<file path="src/hdl/rtp_pkg.sv">
// Shared types, codes and constants of the RTP header generator.
package rtp_pkg;

    localparam int SESSIONS_DEF = 16;
    localparam int HEADER_BYTES = 12;
    localparam logic [1:0] RTP_VERSION = 2'd2;

    // Request codes
    localparam logic [1:0] REQ_OPEN  = 2'd0;
    localparam logic [1:0] REQ_CLOSE = 2'd1;
    localparam logic [1:0] REQ_SET   = 2'd2;
    localparam logic [1:0] REQ_BUILD = 2'd3;

    // Status codes
    localparam logic [2:0] ST_OK       = 3'd0;
    localparam logic [2:0] ST_BAD_SESS = 3'd1;
    localparam logic [2:0] ST_OPEN     = 3'd2;
    localparam logic [2:0] ST_ROOM     = 3'd3;
    localparam logic [2:0] ST_INACTIVE = 3'd4;
    localparam logic [2:0] ST_EMPTY    = 3'd5;

    // One session record as held in the record memory
    typedef struct packed {
        logic [6:0]  ptype;
        logic [15:0] seq;
        logic [31:0] ts;
        logic [31:0] src;
        logic        marker;
    } rec_t;

    localparam int REC_W = $bits(rec_t);

endpackage

</file>
<file path="src/hdl/rtp_ram.sv">
// Generic single-write, single-read RAM with registered read data.
module rtp_ram #(
    parameter int WIDTH = 8,
    parameter int DEPTH = 16
) (
    input  logic                                     clk,
    input  logic                                     we,
    input  logic [((DEPTH > 1) ? $clog2(DEPTH) : 1)-1:0] waddr,
    input  logic [WIDTH-1:0]                         wdata,
    input  logic [((DEPTH > 1) ? $clog2(DEPTH) : 1)-1:0] raddr,
    output logic [WIDTH-1:0]                         rdata
);

    logic [WIDTH-1:0] mem [DEPTH];

    // Write port
    always_ff @(posedge clk)
    begin
        if (we)
        begin
            mem[waddr] <= wdata;
        end
    end

    // Registered read port
    always_ff @(posedge clk)
    begin
        rdata <= mem[raddr];
    end

endmodule

</file>
<file path="src/hdl/rtp_header_generator.sv">
// RTP header generator: session table in RAM and header byte streamer.
//
// Use: present a request on the input ports and raise start; it is taken
// at a clock edge where start is high and busy is low. busy stays high
// until the request has finished its work in the session table.
// Results leave on the output ports, one per cycle, each marked by strobe
// for exactly one cycle; the receiver must take every transfer as it comes.
// Open, close, set-increment and failed or empty builds give one result,
// registered from the execute state. A good build gives twelve header
// bytes on consecutive cycles from the stream state, last set on byte
// eleven. A new request can be taken at the edge that ends the first
// cycle with busy low; the time a request holds the block is set by the
// registered read of the session memories, the read-modify-write in the
// execute state and the one-byte-per-cycle header stream.
// Reset clears every active flag and every stored increment at once (flop
// valid bits, no clearing pass); other session fields are written on open.
// busy covers the whole read-modify-write, so no two accesses to one
// session overlap.
module rtp_header_generator #(
    parameter int SESSIONS = rtp_pkg::SESSIONS_DEF
) (
    input  logic        clk,
    input  logic        rst_n,
    input  logic        start,
    output logic        busy,
    input  logic [1:0]  req_type,
    input  logic [7:0]  session,
    input  logic [6:0]  media_type,
    input  logic [15:0] initial_sequence,
    input  logic [31:0] initial_timestamp,
    input  logic [31:0] source_id,
    input  logic [31:0] timestamp_increment,
    input  logic [15:0] body_length,
    input  logic [15:0] buffer_size,
    output logic        strobe,
    output logic [2:0]  status,
    output logic [7:0]  header_byte,
    output logic [3:0]  byte_index,
    output logic [16:0] packet_length,
    output logic        session_active,
    output logic        last
);

    import rtp_pkg::*;

    localparam int IDX_W = (SESSIONS > 1) ? $clog2(SESSIONS) : 1;
    localparam int HDR_W = HEADER_BYTES * 8;

    localparam logic [1:0] S_IDLE   = 2'd0;
    localparam logic [1:0] S_EXEC   = 2'd1;
    localparam logic [1:0] S_STREAM = 2'd2;

    logic [1:0]          state_reg, state_next;
    logic [SESSIONS-1:0] active_reg, active_next;
    logic [SESSIONS-1:0] inc_ok_reg, inc_ok_next;

    // Latched request
    logic        bad_reg;
    logic [1:0]  req_reg;
    logic [7:0]  sess_reg;
    logic [6:0]  ptype_reg;
    logic [15:0] iseq_reg;
    logic [31:0] its_reg;
    logic [31:0] src_reg;
    logic [31:0] incin_reg;
    logic [15:0] plen_reg;
    logic [15:0] bsize_reg;

    logic [HDR_W-1:0] hdr_reg, hdr_next;
    logic [3:0]       cnt_reg, cnt_next;

    logic        strobe_reg, strobe_next;
    logic [2:0]  status_reg, status_next;
    logic [7:0]  hbyte_reg, hbyte_next;
    logic [3:0]  bidx_reg, bidx_next;
    logic [16:0] plen_out_reg, plen_out_next;
    logic        act_out_reg, act_out_next;
    logic        last_reg, last_next;

    logic             accept;
    logic [IDX_W-1:0] idx;
    logic             rec_we;
    rec_t             rec_wdata;
    rec_t             rec_rd;
    logic [REC_W-1:0] rec_rdata;
    logic             inc_we;
    logic [31:0]      inc_rdata;
    logic [31:0]      inc_val;
    logic             act_cur;
    logic [16:0]      total_len;
    logic             room_bad;
    logic [15:0]      seq_new;
    logic [31:0]      ts_new;

    assign accept = start && !busy;
    assign busy   = (state_reg != S_IDLE);
    assign idx    = sess_reg[IDX_W-1:0];
    assign rec_rd = rec_t'(rec_rdata);

    // Session record and increment memories, read at the accepting edge
    rtp_ram #(.WIDTH(REC_W), .DEPTH(SESSIONS)) u_rec_ram (
        .clk   (clk),
        .we    (rec_we),
        .waddr (idx),
        .wdata (rec_wdata),
        .raddr (session[IDX_W-1:0]),
        .rdata (rec_rdata)
    );

    rtp_ram #(.WIDTH(32), .DEPTH(SESSIONS)) u_inc_ram (
        .clk   (clk),
        .we    (inc_we),
        .waddr (idx),
        .wdata (incin_reg),
        .raddr (session[IDX_W-1:0]),
        .rdata (inc_rdata)
    );

    // Derive the modified session values
    assign act_cur   = active_reg[idx];
    assign inc_val   = inc_ok_reg[idx] ? inc_rdata : 32'd0;
    assign total_len = 17'(HEADER_BYTES) + {1'b0, plen_reg};
    assign room_bad  = ({1'b0, bsize_reg} < total_len);
    assign seq_new   = rec_rd.seq + 16'd1;
    assign ts_new    = rec_rd.ts + inc_val;

    // Decide the outcome, write back and stream
    always_comb
    begin
        state_next    = state_reg;
        active_next   = active_reg;
        inc_ok_next   = inc_ok_reg;
        hdr_next      = hdr_reg;
        cnt_next      = cnt_reg;
        strobe_next   = 1'b0;
        status_next   = ST_OK;
        hbyte_next    = 8'd0;
        bidx_next     = 4'd0;
        plen_out_next = 17'd0;
        act_out_next  = 1'b0;
        last_next     = 1'b1;
        rec_we        = 1'b0;
        rec_wdata     = rec_rd;
        inc_we        = 1'b0;

        unique case (state_reg)
            S_IDLE:
            begin
                if (accept)
                begin
                    state_next = S_EXEC;
                end
            end
            S_EXEC:
            begin
                strobe_next = 1'b1;
                state_next  = S_IDLE;
                if (bad_reg)
                begin
                    status_next = ST_BAD_SESS;
                end
                else
                begin
                    unique case (req_reg)
                        REQ_OPEN:
                        begin
                            act_out_next = 1'b1;
                            if (act_cur)
                            begin
                                status_next = ST_OPEN;
                            end
                            else
                            begin
                                rec_we           = 1'b1;
                                rec_wdata.ptype  = ptype_reg;
                                rec_wdata.seq    = iseq_reg;
                                rec_wdata.ts     = its_reg;
                                rec_wdata.src    = src_reg;
                                rec_wdata.marker = 1'b1;
                                active_next[idx] = 1'b1;
                            end
                        end
                        REQ_CLOSE:
                        begin
                            active_next[idx] = 1'b0;
                        end
                        REQ_SET:
                        begin
                            inc_we           = 1'b1;
                            inc_ok_next[idx] = 1'b1;
                            act_out_next     = act_cur;
                        end
                        REQ_BUILD:
                        begin
                            if (room_bad)
                            begin
                                status_next  = ST_ROOM;
                                act_out_next = act_cur;
                            end
                            else if (!act_cur)
                            begin
                                status_next = ST_INACTIVE;
                            end
                            else
                            begin
                                rec_we           = 1'b1;
                                rec_wdata.seq    = seq_new;
                                rec_wdata.ts     = ts_new;
                                rec_wdata.marker = 1'b0;
                                act_out_next     = 1'b1;
                                if (plen_reg == 16'd0)
                                begin
                                    status_next = ST_EMPTY;
                                end
                                else
                                begin
                                    // Hold the header and stream it from the next cycle
                                    strobe_next = 1'b0;
                                    state_next  = S_STREAM;
                                    cnt_next    = 4'd0;
                                    hdr_next    = {RTP_VERSION, 6'd0, rec_rd.marker,
                                                   rec_rd.ptype, seq_new, ts_new,
                                                   rec_rd.src};
                                end
                            end
                        end
                        default:
                        begin
                            status_next = ST_OK;
                        end
                    endcase
                end
            end
            S_STREAM:
            begin
                // Emit the top byte and advance
                strobe_next   = 1'b1;
                hbyte_next    = hdr_reg[HDR_W-1 -: 8];
                bidx_next     = cnt_reg;
                plen_out_next = total_len;
                act_out_next  = 1'b1;
                last_next     = (cnt_reg == 4'(HEADER_BYTES - 1));
                hdr_next      = hdr_reg << 8;
                cnt_next      = cnt_reg + 4'd1;
                if (cnt_reg == 4'(HEADER_BYTES - 1))
                begin
                    state_next = S_IDLE;
                end
            end
            default:
            begin
                state_next = S_IDLE;
            end
        endcase
    end

    // Control state
    always_ff @(posedge clk or negedge rst_n)
    begin
        if (!rst_n)
        begin
            state_reg  <= S_IDLE;
            active_reg <= '0;
            inc_ok_reg <= '0;
            strobe_reg <= 1'b0;
        end
        else
        begin
            state_reg  <= state_next;
            active_reg <= active_next;
            inc_ok_reg <= inc_ok_next;
            strobe_reg <= strobe_next;
        end
    end

    // Payload registers
    always_ff @(posedge clk)
    begin
        if (accept)
        begin
            bad_reg   <= ({1'b0, session} >= 9'(SESSIONS));
            req_reg   <= req_type;
            sess_reg  <= session;
            ptype_reg <= media_type;
            iseq_reg  <= initial_sequence;
            its_reg   <= initial_timestamp;
            src_reg   <= source_id;
            incin_reg <= timestamp_increment;
            plen_reg  <= body_length;
            bsize_reg <= buffer_size;
        end
        hdr_reg      <= hdr_next;
        cnt_reg      <= cnt_next;
        status_reg   <= status_next;
        hbyte_reg    <= hbyte_next;
        bidx_reg     <= bidx_next;
        plen_out_reg <= plen_out_next;
        act_out_reg  <= act_out_next;
        last_reg     <= last_next;
    end

    assign strobe         = strobe_reg;
    assign status         = status_reg;
    assign header_byte    = hbyte_reg;
    assign byte_index     = bidx_reg;
    assign packet_length  = plen_out_reg;
    assign session_active = act_out_reg;
    assign last           = last_reg;

endmodule

</file>
<file path="config.mk">
export PLATFORM = sky130hd
export DESIGN_NAME = rtp_header_generator
export DESIGN_NICKNAME = d
export VERILOG_FILES = /design/src/hdl/rtp_pkg.sv /design/src/hdl/rtp_ram.sv /design/src/hdl/rtp_header_generator.sv
export SDC_FILE = /design/constraint.sdc
export NUM_CORES = 2
export LEC_CHECK = 0
export BUFFER_PORTS_ARGS = -buffer_cell sky130_fd_sc_hd__buf_2
export CAP_MARGIN = 40
export CORE_MARGIN = 3
export CORE_UTILIZATION = 60
export CTS_CLUSTER_SIZE = 40
export DETAILED_ROUTE_END_ITERATION = 16
export GPL_ROUTABILITY_DRIVEN = 0
export PLACE_DENSITY_LB_ADDON = 0.3
export REMOVE_ABC_BUFFERS = 1
export SLEW_MARGIN = 10
export SYNTH_ARGS = -nofsm -noshare
export SYNTH_HDL_FRONTEND = slang
export SYNTH_HIERARCHICAL = 1
export SYNTH_SLANG_ARGS = --single-unit
</file>
<file path="constraint.sdc">
create_clock -name clk -period 13.9 [get_ports clk]
set_input_delay 0.695 -clock clk [delete_from_list [all_inputs] [get_ports clk]]
set_output_delay 0.695 -clock clk [all_outputs]
set_load 0.02 [all_outputs]
</file>
==> results by group <==
Worst setup path
  – Worst-path fanout max: 60
  – Endpoint class of the critical path: flop
  – CP delay by family, top: simple AND/OR/NAND/NOR gates
  – Cell mode on critical path: buf_4
  – Worst-path cell chain: inv_1 -> ha_1 -> nor2b_1 -> nor2b_1 -> nand4_1 -> xor2_1 -> ha_1 -> nand2_1 -> o21ai_0 -> nand3_1 -> a211o_1 -> nand2_1 -> nand4_1 -> buf_4 -> nand2b_1 -> nand3b_1 -> nor2_4 -> buf_4 -> buf_4 -> buf_12
  – CP startpoint kind: flop
  – Critical path class: reg2reg
  – Req. time, crit path: 14.41 ns
  – CP peak stage delay: 0.69 ns
  – Critical-path top delay cell: nor2_4
  – WP buf/inv: 5
  – Crit path DAT: 6.69 ns

Placement
  – Final HPWL DP: 115000 um
  – Placed Area: 93600 um^2
  – Port bufs: 199

Route
  – Post-Route WL: 207000 um
  – WL per Instance: 29.9 um
  – TritonRoute pass-1 iters: 8
  – Final ANT Viol Nets: 0
  – DRT iter0 DRCs: 5243
  – DR vias/cell: 6.54
  – Remaining DRCs: 0
  – Via count: 45263

CTS
  – CTS Sinks: 2367
  – Clock transition at the registers of the reported paths: 0.06 ns
  – CTS tree: done
  – Post-CTS resize count: 0
  – Root Driver: clkbuf_16
  – Clk_lat worst skew: 0.84 ns
  – Clock buffer depth: 3
  – H-tree lvl count: 4
  – CTS Buf Count: 219

Timing
  – Final Hold Viols: 0
  – Final worst path period share: 0.444
  – Total Neg Setup Slack: 0 ns
  – Worst Tran Pin Value: 1.10 ns
  – RSZ-0062 raised after global routing: no
  – Crit path time final: 6.18 ns
  – Hold Worst Slack: 0.0582 ns
  – Final setup violation count: 0
  – Max-slew violation count: 0
  – Max Fclk: 162 MHz
  – Worst Skew: 0.0373 ns
  – Normalized max-slew margin: 0.263

Floorplanning
  – Core area: 148000 um^2
  – IO Count: 200
  – DIE AREA: 154000 um^2
  – Initial Utilization: 0.605
  – Die W: 392 um
  – Die Ht: 392 um
  – Row cnt: 141

Pwr
  – Net switching power: 0.00334 W
  – Comb power frac: 0.065
  – Switching Share: 0.220
  – Clock share of power: 0.390
  – Leakage Power: 33.9 nW
  – Seq pwr share: 0.545
  – Worst VDD drop: 0.000118 V
  – PnR Total Power: 0.0152 W
  – Pwr Density: 148 nW/um^2
  – Int Pwr: 0.0118 W

Job
  – Max-cap viol count: 0

Worst hold path
  – Worst Hold Class: in2reg

Synth
  – Top FF cell, synth: edfxtp_1
  – Register area share after synthesis: 0.774
  – Post-synth ARST share: 0.0148
  – Ys Warns: 6
  – Syn Inst Count: 4322
  – Synthesized area: 89600 um^2
  – #FFs+latches synth: 2367
  – EDFF count, synth: 2178
  – Distinct cell type count after synthesis: 67
  – Avg Synthesized Cell Area: 20.7 um^2

Cells and area
  – NumNets Final: 5017
  – Leading cell type in the layout, fill and taps excluded: edfxtp_1
  – Layout cells sized above 1: 0.248
  – Layout area overhead: 14.1%
  – Most frequent cells in the layout: edfxtp_1 (2178), mux4_2 (489), a22oi_1 (269)
  – # fillers: 8788
  – Design Area, Final: 102000 um^2
  – Largest register FFs: 1408

Global routing
  – Largest net degree at the start of global routing: 147
  – Antenna violations before repair: 2
  – Vias in the first global route: 46772
  – GRT Util Overall: 0.274
  – Grt ovf: 0
  – First-pass GRT wire length: 307000 um

Status
  – Outcome: complete, no violations
## cells by family (layout without fill, tap and decap cells)
logic type	after synthesis	after routing	synth area share
compound gates	540	540	0.0408
xor+xnor	58	58	0.00567
fa+ha+maj	58	58	0.00818
buf+inv	236	902	0.0124
flops	2367	2367	0.774
mux	561	561	0.132
other cells	0	2	0
simple gates	502	502	0.0267
## power by group through the flow
stage          Combinational, W  Sequential [W]  Clock [W]
3_3_place_gp           0.000900         0.00841          0
4_1_cts                0.000984         0.00827    0.00601
5_1_grt                 0.00107         0.00828    0.00629
6_report               0.000983         0.00827    0.00593
2_1_floorplan          0.000547         0.00835          0
3_5_place_dp           0.000946         0.00842          0
## cell usage after synthesis, drive strengths merged, types with 5 or more instances
cell type / number / area share
a21oi: 62 / 0.0035
nand2b: 13 / 0.00091
nor2: 84 / 0.0035
inv: 18 / 0.00075
nor3: 15 / 0.00089
a31oi: 17 / 0.0012
nand3: 23 / 0.0013
o21a: 5 / 0.00042
nor4: 5 / 0.00035
a211oi: 5 / 0.00042
xor2: 28 / 0.0027
mux4: 489 / 0.12
and3: 22 / 0.0015
dfrtp: 35 / 0.0098
nand3b: 5 / 0.00042
nand4: 8 / 0.00056
nor3b: 13 / 0.0011
mux2: 72 / 0.0091
buf: 113 / 0.0073
a311oi: 5 / 0.00049
nor2b: 27 / 0.0019
a22oi: 269 / 0.023
ha: 57 / 0.0080
edfxtp: 2178 / 0.73
clkbuf: 105 / 0.0044
nand2: 218 / 0.0092
and2: 59 / 0.0041
dfxtp: 154 / 0.034
a221o: 7 / 0.00078
xnor2: 30 / 0.0029
a31o: 6 / 0.00059
a21o: 24 / 0.0020
o21ai: 112 / 0.0063
## area by class of cell
cell class / count / area (um^2) / area share
sequential: 2367 / 69400 / 0.678
tap: 1930 / 2410 / 0.0236
timing repair buffer: 470 / 3810 / 0.0373
clock inverter: 95 / 941 / 0.00920
inverter: 18 / 67.6 / 0.000661
multi-input combinational: 1719 / 19400 / 0.190
clock buffer: 319 / 6240 / 0.0610
antenna: 2 / 5.00 / 0.0000490
## worst register-to-register path: stages (launching register included)
cell and delay [ns]:
edfxtp_1 0.47, inv_1 0.11, ha_1 0.27, nor2b_1 0.14, nor2b_1 0.23, nand4_1 0.14, xor2_1 0.18, ha_1 0.33
nand2_1 0.06, o21ai_0 0.20, nand3_1 0.11, a211o_1 0.31, nand2_1 0.16, nand4_1 0.11, buf_4 0.38, nand2b_1 0.29
nand3b_1 0.31, nor2_4 0.69, buf_4 0.47, buf_4 0.57, buf_12 0.31
## metrics by stage
step / utilization / worst slack [ns] / cells
CTS: 0.690 / 7.74 / 6916
finish: 0.691 / 7.72 / 6920
floorplan: - / 2.24 / 4104
global route: 0.691 / 7.36 / 6920
global placement: 0.628 / 7.86 / 6323
detailed placement: 0.632 / 7.79 / 6364
## timing repair
action / 4_1_cts / 5_1_grt
hold endpoints to repair: 172 / 0
setup buffers: 0 / 0
hold buffers: 138 / 0
## final timing paths
path                                        startpoint                    end  slack (ns)  depth (start not counted)
worst max register to register             plen_reg[2]  u_rec_ram/mem[11][22]        7.72                         20
min in group asynchronous                        rst_n                 strobe        0.53                          2
worst min-delay path            timestamp_increment[6]           incin_reg[6]        0.06                          1
worst min register to register             hdr_reg[92]         header_byte[4]        0.43                          1
max in group asynchronous                        rst_n          inc_ok_reg[6]       12.86                          2
worst max-delay path                       plen_reg[2]  u_rec_ram/mem[11][22]        7.72                         20
## layer usage
metal | routed length (um) | vias to the layer above | part of all wire | GRT usage
met5 | 0 | - | 0 | 0
met4 | 7330 | 0 | 0.035 | 0.0998
met3 | 16900 | 414 | 0.081 | 0.0459
met2 | 104000 | 2335 | 0.50 | 0.445
met1 | 79000 | 23714 | 0.38 | 0.382
li1 | - | 18800 | - | -
No activity file was read; power rests on OpenSTA's default activity.
